[src/hdl/lbs_pkg.sv]
// Shared types and constants for the linear byte buffer line splitter.
package lbs_pkg;

	// Longest read that one item may return.
	localparam int unsigned MAX_READ = 64;

	// Width of the read length field and of the per-read byte counters.
	localparam int unsigned LEN_W = 7;

	// Width of the fill level, count and remaining fields on the ports.
	localparam int unsigned LEVEL_W = 13;

	// Operation codes carried by an input item.
	typedef enum logic [1:0] {
		ACT_RESET      = 2'd0,
		ACT_APPEND     = 2'd1,
		ACT_READ_CHUNK = 2'd2,
		ACT_READ_LINE  = 2'd3
	} action_t;

	// Result status codes.
	typedef enum logic [1:0] {
		STAT_SUCCESS = 2'd0,
		STAT_PARTIAL = 2'd1,
		STAT_FULL    = 2'd2,
		STAT_EMPTY   = 2'd3
	} status_t;

	// States of the execution unit.
	typedef enum logic [2:0] {
		BK_CLEAR,
		BK_IDLE,
		BK_SCAN_ADDR,
		BK_SCAN_DATA,
		BK_EMIT_ADDR,
		BK_EMIT_DATA
	} back_state_t;

	// One classified item as it waits in the queue.
	typedef struct packed {
		action_t              action;
		logic [7:0]           data;
		logic                 chunk_end;
		logic [LEN_W-1:0]     max_len;
		logic [LEVEL_W-1:0]   new_length;
	} lbs_item_t;

endpackage

[src/hdl/lbs_front.sv]
// Front end: accepts input items, normalizes the read length and queues them.
module lbs_front
	import lbs_pkg::*;
(
	input  logic               clk,
	input  logic               arst_n,
	input  logic               in_valid,
	output logic               in_stall,
	input  logic [1:0]         action,
	input  logic [7:0]         data_in,
	input  logic               chunk_end,
	input  logic [LEN_W-1:0]   max_len,
	input  logic [LEVEL_W-1:0] new_length,
	input  logic               clearing,
	output logic               q_valid,
	output lbs_item_t          q_item,
	input  logic               q_pop
);

	lbs_item_t        slot_q [2];
	logic             wr_ptr_q;
	logic             rd_ptr_q;
	logic [1:0]       count_q;
	logic             accept;
	lbs_item_t        item_c;
	logic [LEN_W-1:0] len_c;

	// Hold off new items while the queue is full or the store is being cleared.
	assign in_stall = (count_q == 2'd2) || clearing;
	assign accept   = in_valid && !in_stall;

	// Clamp the read length into the supported range.
	always_comb begin
		if (max_len == '0) begin
			len_c = LEN_W'(1);
		end else if (max_len > LEN_W'(MAX_READ)) begin
			len_c = LEN_W'(MAX_READ);
		end else begin
			len_c = max_len;
		end
		item_c.action     = action_t'(action);
		item_c.data       = data_in;
		item_c.chunk_end  = chunk_end;
		item_c.max_len    = len_c;
		item_c.new_length = new_length;
	end

	// Queue storage.
	always_ff @(posedge clk) begin
		if (accept) begin
			slot_q[wr_ptr_q] <= item_c;
		end
	end

	// Queue pointers and occupancy.
	always_ff @(posedge clk or negedge arst_n) begin
		if (!arst_n) begin
			wr_ptr_q <= 1'b0;
			rd_ptr_q <= 1'b0;
			count_q  <= 2'd0;
		end else begin
			if (accept) begin
				wr_ptr_q <= !wr_ptr_q;
			end
			if (q_pop) begin
				rd_ptr_q <= !rd_ptr_q;
			end
			case ({accept, q_pop})
				2'b10:   count_q <= count_q + 2'd1;
				2'b01:   count_q <= count_q - 2'd1;
				default: count_q <= count_q;
			endcase
		end
	end

	assign q_valid = (count_q != 2'd0);
	assign q_item  = slot_q[rd_ptr_q];

endmodule

[config.mk]
export PLATFORM = sky130hd
export DESIGN_NAME = lbs_front
export DESIGN_NICKNAME = d
export VERILOG_FILES = /design/src/hdl/lbs_pkg.sv /design/src/hdl/lbs_front.sv
export SDC_FILE = /design/constraint.sdc
export NUM_CORES = 1
export LEC_CHECK = 0
export ABC_CLOCK_PERIOD_IN_PS = 3700
export BUFFER_PORTS_ARGS = -buffer_cell sky130_fd_sc_hd__buf_2
export CAP_MARGIN = 40
export CELL_PAD_IN_SITES_DETAIL_PLACEMENT = 1
export CELL_PAD_IN_SITES_GLOBAL_PLACEMENT = 2
export CORE_MARGIN = 8
export CORE_UTILIZATION = 41
export CTS_BUF_LIST = sky130_fd_sc_hd__clkbuf_4 sky130_fd_sc_hd__clkbuf_8
export CTS_CLUSTER_SIZE = 8
export DETAILED_ROUTE_END_ITERATION = 10
export PLACE_DENSITY_LB_ADDON = 0.25
export SKIP_LAST_GASP = 1
export SYNTH_ARGS = -nofsm -noshare
export SYNTH_HDL_FRONTEND = slang
export SYNTH_SLANG_ARGS = --single-unit
[constraint.sdc]
create_clock -name clk -period 3.7 [get_ports clk]
set_input_delay 0.37 -clock clk [delete_from_list [all_inputs] [get_ports clk]]
set_output_delay 0.37 -clock clk [all_outputs]
set_load 0.02 [all_outputs]
======== Word level (Yosys, flattened, before mapping) ========
Memory sizes are Yosys's and may differ from the RTL's.
Cells that the tools add are included.
word-level totals
  bits in registers ....................... 4
  bits in latches ......................... 0
  memory bits (writable) .................. 62
  memory bits (read-only) ................. 0
  input port bits ......................... 36
  output and inout bits ................... 33
  word-level logic and storage cells ...... 23
  memories kept ........................... 1
operators by class
  add/subtract/negate cells ............... 2
  $mul .................................... 0
  divide/modulo/power cells ............... 0
  $lt $le $gt $ge ......................... 1
  equal/unequal tests ..................... 3
  shift operators ......................... 0
  mux-type cells .......................... 5
  bitwise operators ....................... 0
  reduce and logical (&&, ||, !) cells .... 8
memory list
  memory  depth  bits a word  read ports  clocked after memory_dff  wr ports  RTL line         source
  slot_q  2      31           1           0                         1         lbs_front.sv:20  lbs_item_t slot_q [2];
operator list
  kind                                                  number
  2-to-1 mux 7 bit                                      2
  > comparator 7 bit (second input constant)            1
  logical NOT 7 bit                                     1
  equality test 2 bit (second input constant)           2
  one-hot mux 2 bit (2 select lines)                    1
  nonzero test 2 bit                                    2
  logical NOT 1 bit                                     3
  adder 2 x 1 -> 2 bit (second input constant)          1
  equality test 2 x 1 -> 1 bit (second input constant)  1
  2-to-1 mux 1 bit                                      2
  subtractor 2 x 1 -> 2 bit (second input constant)     1
  logical AND 1 bit                                     1
  logical OR 1 bit                                      1

======== Longest topological paths before layout ========
Gate-level depths: netlist (run 1).
  word-level depth ........................ 6
  depth in mapped cells ................... 6
  depth with buffers taken out ............ 6

======== Worst setup path before layout (run 1) ========
OpenSTA, ideal clock, no wires.
  path type ............................... register -> register
  start ................................... reg count_q[1]
  end ..................................... mem slot_q[0][0] (netlist bit) (enable)
  setup time .............................. 419 ps
  arrival time ............................ 1907 ps
  required time ........................... 3281 ps
  slack ................................... 1374 ps
  stages on the path, launching flop included .. 4
  path buffers ............................ 0
  period minus slack after synthesis ...... 2326 ps
  path through ............................ dfrtp_1 > inv_1 > o211ai_2 > nor2_1
on the way
  longest elaborated chain between the ends .. 6
ends and longest elaborated chain
  what                                    RTL line         source
  start: declaration                      lbs_front.sv:23  logic [1:0] count_q;
  start signal: assignment                lbs_front.sv:69  2'b10: count_q <= count_q + 2'd1;
  start signal: assignment                lbs_front.sv:70  2'b01: count_q <= count_q - 2'd1;
  start signal: assignment                lbs_front.sv:71  default: count_q <= count_q;
  equality test 2 bit                     lbs_front.sv:29  assign in_stall = (count_q == 2'd2) || clearing;
  logical OR 1 bit                        lbs_front.sv:29
  logical NOT 1 bit                       lbs_front.sv:30  assign accept = in_valid && !in_stall;
  logical AND 1 bit                       lbs_front.sv:30
  2-to-1 mux 1 bit                        lbs_front.sv:50  if (accept) begin
  2-to-1 mux 1 bit (implied by the code)  lbs_front.sv:51  slot_q[wr_ptr_q] <= item_c;
  end: declaration                        lbs_front.sv:20
Every way passes these cells.

==> flow_summary.ini, run 1 <==
[power]
p_clk_share_pct = 25.9
ir_worst_vdd_v = 0.000369
total_power_uw = 2450
p_leak_uw = 0.00134
p_switching_uw = 750
intPower_uw = 1700
pwr-share-seq_pct = 40.9
combPwrFrac_pct = 33.2
power_density_nw_per_um2 = 739
swShare_pct = 30.6

[sta]
timing.hold.ws_ns = 0.221
setup_viol = 0
rsz0062_at_grt = no
worstMarginPinSlew_ns = 0.400
period_needed_ns = 1.99
drv_slew = 0
period_share_pct = 53.8
timing.fmax_ghz = 0.502
slew_headroom_pct = 73.3
worst_clock_skew_ns = 0.0115
hold_viol_final = 0
finalSetupTns_ns = 0

[routing]
wl_mm = 5.20
vias = 1344
first_pass_iters = 4
ant_nets = 0
avgRoutedWirePerCell_um = 18.2
drc = 0
vias_per_cell = 4.70
dr.first_iter.drc_count = 23

[placed_design]
portBuffers = 68
dp_hpwl_mm = 3.76
gp_congestion = 0.655

[critical_path]
slowest_delay_ns = 0.53
critPathCaptureType = primary output
r2r.worst_path.cells = 4
path_delay_family = flip-flops
worst-path-max-fanout = 26
cp_num_buf_inv = 2
cpMaxStageDelayCell = dfrtp_2
cp-start-kind = register
worstPathArrival_ns = 1.62
worstPathRequired_ns = 3.33
path_depth = 3
critical_path_class = reg -> out
cp_cell_sequence = buf_12 -> mux2_4 -> buf_2

[finish]
drive_gt1_share_pct = 57.4
regArea_um2 = 1960
final_common_cell = buf_2
multiInputGateArea_um2 = 613
antennaDiodeCount = 0
mostFrequentLayoutCells = 68 x buf_2, 62 x edfxtp_1, 29 x mux2_4, 9 x clkbuf_8, 5 x nor2b_1
area_growth_pct = 26.8
n_fill_cell = 608
fin_nets = 241

[cts]
numCtsBuffers = 9
cts_sinks = 66
cts-resized-gates = 0
clk_path_buf_depth = 2
path_clk_slew_ns = 0.07
cts_hold_buf = 1
root_buffer = clkbuf_8
insertion_delay_ns = 0.33
postCtsSetupRepairBufs = 0
htreeDepth = 3
cts_tree = yes

[global_routing]
grt_antenna_before_repair = 0
grt_max_degree = 27
grt-ovfl-total = 0
grt_pass1_wl_mm = 7.88
grt_pass1_vias = 1502
track_usage_pct = 11.9

[yosys]
synth_nets = 163
synthDistinctLibCells = 17
synth_cells = 126
yosysWarnings = 0
yosysSeqAreaShare_pct = 74.9
avgSynthCellArea_um2 = 20.8
ys_seq_elements = 66
syn_area_um2 = 2620

[flow_run]
drv.max_cap_violation_count = 0

[min_path]
hp-class = in -> reg
hold_depth = 1

[floorplan]
die-area_um2 = 9200
fp.dieW_um = 95.9
core_area_um2 = 6280
pin_count = 69
start_util_pct = 41.7
fp.dieH_um = 95.9
num_rows = 29

[run_status]
status = completed
==> cell usage after synthesis <==
library cell   n  area [um2]
nor2_1         5        18.8
dfrtp_1        4         100
a21oi_1        1        5.00
xor2_1         1        8.76
mux2_4        29         435
clkbuf_1       1        3.75
o211ai_2       1        12.5
o21ai_0        1        5.00
mux2_1         2        22.5
edfxtp_1      62        1860
buf_6          4        45.0
xnor2_1        4        35.0
inv_1          3        11.3
ha_1           1        12.5
nor2b_1        5        31.3
or2_2          1        6.26
nor3_1         1        5.00
==> worst register-to-register path, cell delays in order, from the launching register on <==
cell,delay (ns)
dfrtp_1,0.38
inv_1,0.12
o211ai_2,0.19
nor2_4,0.38
buf_16,0.23
==> layer usage <==
metal / vias up / routed length, um / track usage, %
li1: 629 / - / -
met3: 6 / 371 / 3.82
met1: 665 / 1980 / 12.4
met4: 0 / 78 / 6.53
met2: 44 / 2770 / 20.9
met5: - / 0 / 0
==> path summary, 6_finish.rpt <==
check / from / to / slack, ns
worst min-delay path: new_length[9] / slot_q[1][9] / 0.22
worst min register to register: wr_ptr_q / wr_ptr_q / 0.55
max in group asynchronous: arst_n / rd_ptr_q / 3.18
worst max register to register: count_q[1] / slot_q[1][14] / 2.10
worst max-delay path: rd_ptr_q / q_item[13] / 1.71
min in group asynchronous: arst_n / count_q[1] / 0.38
==> power groups by stage <==
stage / Clock [uW] / Combinational (uW) / Sequential [uW]
3_3_place_gp: 0 / 701 / 1080
4_1_cts: 655 / 833 / 1010
5_1_grt: 680 / 873 / 1010
3_5_place_dp: 0 / 825 / 1020
2_1_floorplan: 0 / 624 / 984
6_report: 636 / 815 / 1000
==> kinds of logic after synthesis <==
group | synth area share, %
muxes | 17.5
adders and majority gates | 0.477
AOI/OAI and AO/OA | 0.859
DFF | 74.9
buffers and inverters | 2.29
and+or+nand+nor | 2.34
xor gates and xnor gates | 1.67
==> state kept, by name (all words and copies together) (netlist names) <==
name / count
slot_q: 62
rd_ptr_q: 1
count_q: 2
wr_ptr_q: 1
==> cell type report <==
cell class                 count  area share [%]
clock buffer                  10            3.95
multi-input combinational     52            18.5
tap                           77            2.90
sequential                    66            59.1
clock inverter                 6            2.45
inverter                       3           0.339
timing repair buffer          72            12.8
==> stage by stage <==
step	instance area (um2)	std cells	util [%]	worst slack, ns
5_1_grt	3320	286	52.9	1.63
6_report	3320	286	52.9	1.71
4_1_cts	3320	286	52.9	1.67
3_3_place_gp	3020	266	48.2	1.76
2_1_floorplan	2620	126	-	1.37
3_5_place_dp	3100	269	49.4	2.03
No activity file was read; power rests on OpenSTA's default activity.
==> inputs of run 2 (changes only) <==
ABC_AREA = 1   (was unset)
ABC_CLOCK_PERIOD_IN_PS = 1850   (was 3700)
CORE_UTILIZATION = 39   (was 41)
clock period = 1.85 ns   (was 3.7 ns; I/O delays follow)
==> flow_summary.ini, run 2 <==
[critical_path]
cp-start-kind = register
r2r.worst_path.cells = 8
rrSetupSlack_ns = 0.36
worst-path-max-fanout = 14
worstPathArrival_ns = 1.54
critPathCaptureType = primary output
critical_path_class = reg -> out
worstPathRequired_ns = 1.66

[yosys]
synthDominantCellAreaShare_pct = 69.6
synthArstFlopShare_pct = 6.06
synth_top_family_by_area = multiplexers
synth_cells = 142
synthDistinctLibCells = 16
synth_nets = 179
synth_edf_count = 62
yosysWarnings = 0
synth_ff_type = edfxtp_1
yosysMostFrequentCell = edfxtp_1
synth-xor-area-share_pct = 0.655
synth-compound-area-share_pct = 0.561
synth.largest_area_cell = edfxtp_1
synth_mux_area_share_pct = 17.1
synth_area_leaders = edfxtp_1 70%, mux2_4 16%, dfrtp_1 3.7%
yosysSeqAreaShare_pct = 73.3
synth_fa_ha_area_share_pct = 0.468
avgSynthCellArea_um2 = 18.8
ys_seq_elements = 66
synth_top_cells_by_count = 62 x edfxtp_1, 29 x mux2_4, 13 x inv_1
yosys.area_share.simple_pct = 3.27
syn_area_um2 = 2680

[sta]
timing.fmax_ghz = 0.578
drv_slew = 0
period_share_pct = 93.4
worstMarginPinSlew_ns = 0.256
rsz0062_at_grt = no
hold_viol_final = 0
setup_viol = 0
slew_headroom_pct = 82.9
finalSetupTns_ns = 0
worst_clock_skew_ns = 0.00563
period_needed_ns = 1.73

[cts]
cts_sinks = 66
root_buffer = clkbuf_8
numCtsBuffers = 9
clk_path_buf_depth = 2
htreeDepth = 3
cts_tree = yes
path_clk_slew_ns = 0.07
insertion_delay_ns = 0.33

[placed_design]
dp_cells = 290
portBuffers = 68
dp_hpwl_mm = 3.85
gp_congestion = 0.689

[finish]
drive_gt1_share_pct = 54.1
fin_nets = 261
n_fill_cell = 673
area_growth_pct = 25.3
instances_no_fill = 309
largest_registers = slot_q x62, count_q x2
antennaDiodeCount = 0
final_common_cell = buf_2
largest-register = slot_q
largest_register_ffs = 62
mostFrequentLayoutCells = 68 x buf_2, 62 x edfxtp_1, 29 x mux2_4, 13 x inv_1, 10 x clkbuf_8

[floorplan]
fp.dieW_um = 98.8
num_rows = 30
start_util_pct = 39.8
fp.dieH_um = 98.8
core_area_um2 = 6720
die-area_um2 = 9770
pin_count = 69

[run_status]
status = completed

[power]
power_density_nw_per_um2 = 1450
ir_worst_vdd_v = 0.000730
total_power_uw = 4870
p_leak_uw = 0.00142

[routing]
first_pass_iters = 4
ant_nets = 0
wl_mm = 5.27
vias = 1424
avgRoutedWirePerCell_um = 17.1
drc = 0
dr.first_iter.drc_count = 19
vias_per_cell = 4.61

[global_routing]
grt_pass1_wl_mm = 8.08
grt_pass1_vias = 1641
grt_max_degree = 32
grt-ovfl-total = 0
grt_antenna_before_repair = 0
track_usage_pct = 11.1

[min_path]
hp-class = in -> reg
hold_depth = 1

[flow_run]
drv.max_cap_violation_count = 0
[run 2: cell families after synthesis]
family / Yosys count
adders and majority gates: 1
muxes: 31
AOI/OAI and AO/OA: 3
and+or+nand+nor: 21
xor gates and xnor gates: 2
DFF: 66
buffers and inverters: 18
[run 2: power by group]
part           internal [uW]  total [uW]  switching [uW]  leakage, uW
Clock                    701        1200             499     0.000108
Combinational            803        1680             878     0.000699
Sequential              1880        1990             114     0.000616
Total                   3380        4870            1490      0.00142
[run 2: path summary, 6_finish.rpt]
path	from	end
min	new_length[11]	slot_q[0][11]
min reg2reg	wr_ptr_q	wr_ptr_q
min in group asynchronous	arst_n	rd_ptr_q
max in group asynchronous	arst_n	rd_ptr_q
max reg2reg	count_q[0]	count_q[1]
max	rd_ptr_q	q_item[0]
[run 2: area by class of cell]
cell class	count	area, um2	share of cell area [%]
clock buffer	13	160	4.78
timing repair buffer	76	440	13.1
tap	80	100	2.99
sequential	66	1970	58.6
clock inverter	3	40.0	1.19
inverter	13	48.8	1.46
multi-input combinational	58	598	17.8
[run 2: through the flow]
step / setup slack, ns / hold WS (ns) / cell area [um2] / utilization (%)
detailed placement: 0.268 / -0.00110 / 3110 / 46.3
global placement: 0.291 / -0.00525 / 3110 / 46.3
CTS: 0.0924 / 0.0177 / 3350 / 49.9
finish: 0.121 / 0.0388 / 3350 / 49.9
floorplan: 0.233 / -0.111 / 2680 / -
global route: 0.0633 / 0.0143 / 3350 / 49.9
[run 2: repair_timing]
item                                    in CTS  in global routing
buffers inserted                             2                  0
hold buffers                                 1                  0
endpoints found under the setup margin      18                  0
gates resized for setup                      1                  0
hold endpoints to repair                     4                  0
[run 2: routing by layer]
metal | share of wire, % | track usage [%] | routed length, um | up-vias
met2 | 47 | 18.0 | 2490 | 53
met1 | 44 | 11.8 | 2300 | 681
met3 | 8.0 | 5.64 | 422 | 7
met4 | 1.2 | 5.31 | 62 | 0
li1 | - | - | - | 683
met5 | 0 | 0 | 0 | -
[run 2: critical path, stage by stage, from the launching register on]
cell	delay, ns
dfrtp_4	0.56
buf_12	0.19
mux2_4	0.30
buf_2	0.16
==> inputs of run 3 (changes only) <==
ABC_AREA = unset   (was 1)
==> flow_summary.ini, run 3 (same netlist as run 1, synthesis figures left out) <==
[routing]
wl_mm = 5.03
dr.first_iter.drc_count = 36
ant_nets = 0
first_pass_iters = 4
vias = 1333
vias_per_cell = 4.58
avgRoutedWirePerCell_um = 17.3
drc = 0

[sta]
setup_viol = 0
drv_slew = 0
worstMarginPinSlew_ns = 0.392
rsz0062_at_grt = no
timing.fmax_ghz = 0.603
hold_viol_final = 0
slew_headroom_pct = 73.8
worst_clock_skew_ns = 0.00819
period_share_pct = 89.6
worst_slack_ns = 0.192
period_needed_ns = 1.66

[cts]
htreeDepth = 3
root_buffer = clkbuf_8
path_clk_slew_ns = 0.07
numCtsBuffers = 9
insertion_delay_ns = 0.33
postCtsSetupRepairBufs = 0
cts-resized-gates = 0
cts_tree = yes
cts_sinks = 66
clk_path_buf_depth = 2

[finish]
largest-register = slot_q
final_util_pct = 50.5
n_fill_cell = 639
largest_register_ffs = 62
area_growth_pct = 28.0
fin_nets = 243
largest_registers = slot_q x62, count_q x2
final_common_cell = buf_2
drive_gt1_share_pct = 58.3
mostFrequentLayoutCells = 68 x buf_2, 62 x edfxtp_1, 29 x mux2_4, 9 x clkbuf_8, 5 x nor2b_1
antennaDiodeCount = 0

[global_routing]
grt_antenna_before_repair = 0
grt_pass1_vias = 1603
grt_pass1_wl_mm = 8.13
grt_use_met1_pct = 12.4
track_usage_pct = 11.2
grt_max_degree = 33
use_met2_pct = 18.2
grt.busiest_layer = met2
grt-ovfl-total = 0
grtUsageMet3_pct = 4.34

[floorplan]
pin_count = 69
core_area_um2 = 6640
num_rows = 30
fp.dieH_um = 98.0
fp.dieW_um = 98.0
start_util_pct = 39.4
die-area_um2 = 9600

[critical_path]
worstPathArrival_ns = 1.47
r2r.worst_path.cells = 5
worstPathRequired_ns = 1.66
worst-path-max-fanout = 32
critPathCaptureType = primary output
critical_path_class = reg -> out
rr_startpoint = count_q[0]
rrSetupSlack_ns = 0.32
cp-start-kind = register
r2r_end = count_q[1]

[placed_design]
portBuffers = 68
dp_hpwl_mm = 3.54
gp_congestion = 0.790
pre_cts_ws_ns = 0.315

[power]
p_leak_uw = 0.00136
power_density_nw_per_um2 = 1540
ir_worst_vdd_v = 0.000631

[min_path]
hold_depth = 1
min-delay-start = new_length[7]
hp-class = in -> reg
hold_end = slot_q[0][7]

[flow_run]
drv.max_cap_violation_count = 0

[run_status]
status = completed
[run 3: cell count changes in the layout (fill, tap and decap cells not counted), sizes merged, moves of 3 or more]
| cell | previous run | this run |
|---|---|---|
| clkbuf | 13 | 9 |
| bufinv | 1 | 4 |
| xnor2 | 1 | 4 |
| nor2b | 0 | 5 |
| nand3 | 3 | 0 |
| nand2 | 9 | 0 |
| inv | 13 | 3 |
[run 3: repair_timing]
action,4_1_cts,5_1_grt
hold buffers,1,0
setup endpoints to repair,0,0
endpoints found under the hold margin,4,0
[run 3: layer usage]
metal	part of all wire, %	wire length [um]
met5	0	0
met4	2.1	106
met3	7.3	365
met2	49	2480
met1	41	2080
[run 3: area by class of cell]
cell class                 instances  area [um2]  area share, %
sequential                        66        1960           58.5
multi-input combinational         52         613           18.3
timing repair buffer              74         400           11.9
clock inverter                     7         141           4.22
clock buffer                       9         124           3.69
tap                               80         100           2.99
inverter                           3        11.3          0.336
[run 3: report_power, final]
group	total, uW	switching [uW]	internal (uW)
clock network	1560	528	1030
registers	1970	92.8	1870
logic	1640	889	750
total	5170	1510	3660
[run 3: per-stage QoR]
stage | cells | setup TNS (ns) | hold slack, ns | area [um2] | power, uW
floorplan | 126 | -29.54 | -0.111 | 2620 | 3220
global placement | 274 | 0 | -0.00840 | 3080 | 3630
detailed placement | 274 | 0 | -0.00346 | 3080 | 3670
CTS | 291 | 0 | 0.0265 | 3350 | 5250
global route | 291 | 0 | 0.0252 | 3350 | 5400
finish | 291 | 0 | 0.0436 | 3350 | 5170
[run 3: how the worst max path moves through the flow]
| stage | startpoint | endpoint | slack (ns) |
|---|---|---|---|
| after floorplan | count_q[1] | slot_q[0][0] | -0.48 |
| after global placement | count_q[0] | count_q[1] | 0.42 |
| after detailed placement | count_q[0] | count_q[1] | 0.32 |
| after CTS | rd_ptr_q | q_item[23] | 0.15 |
| after global routing | rd_ptr_q | q_item[29] | 0.11 |
| final | rd_ptr_q | q_item[23] | 0.19 |
[run 3: critical path: stages, from the launching register on]
cell and delay (ns):
dfrtp_2 0.38, buf_12 0.26, mux2_1 0.35, buf_2 0.16
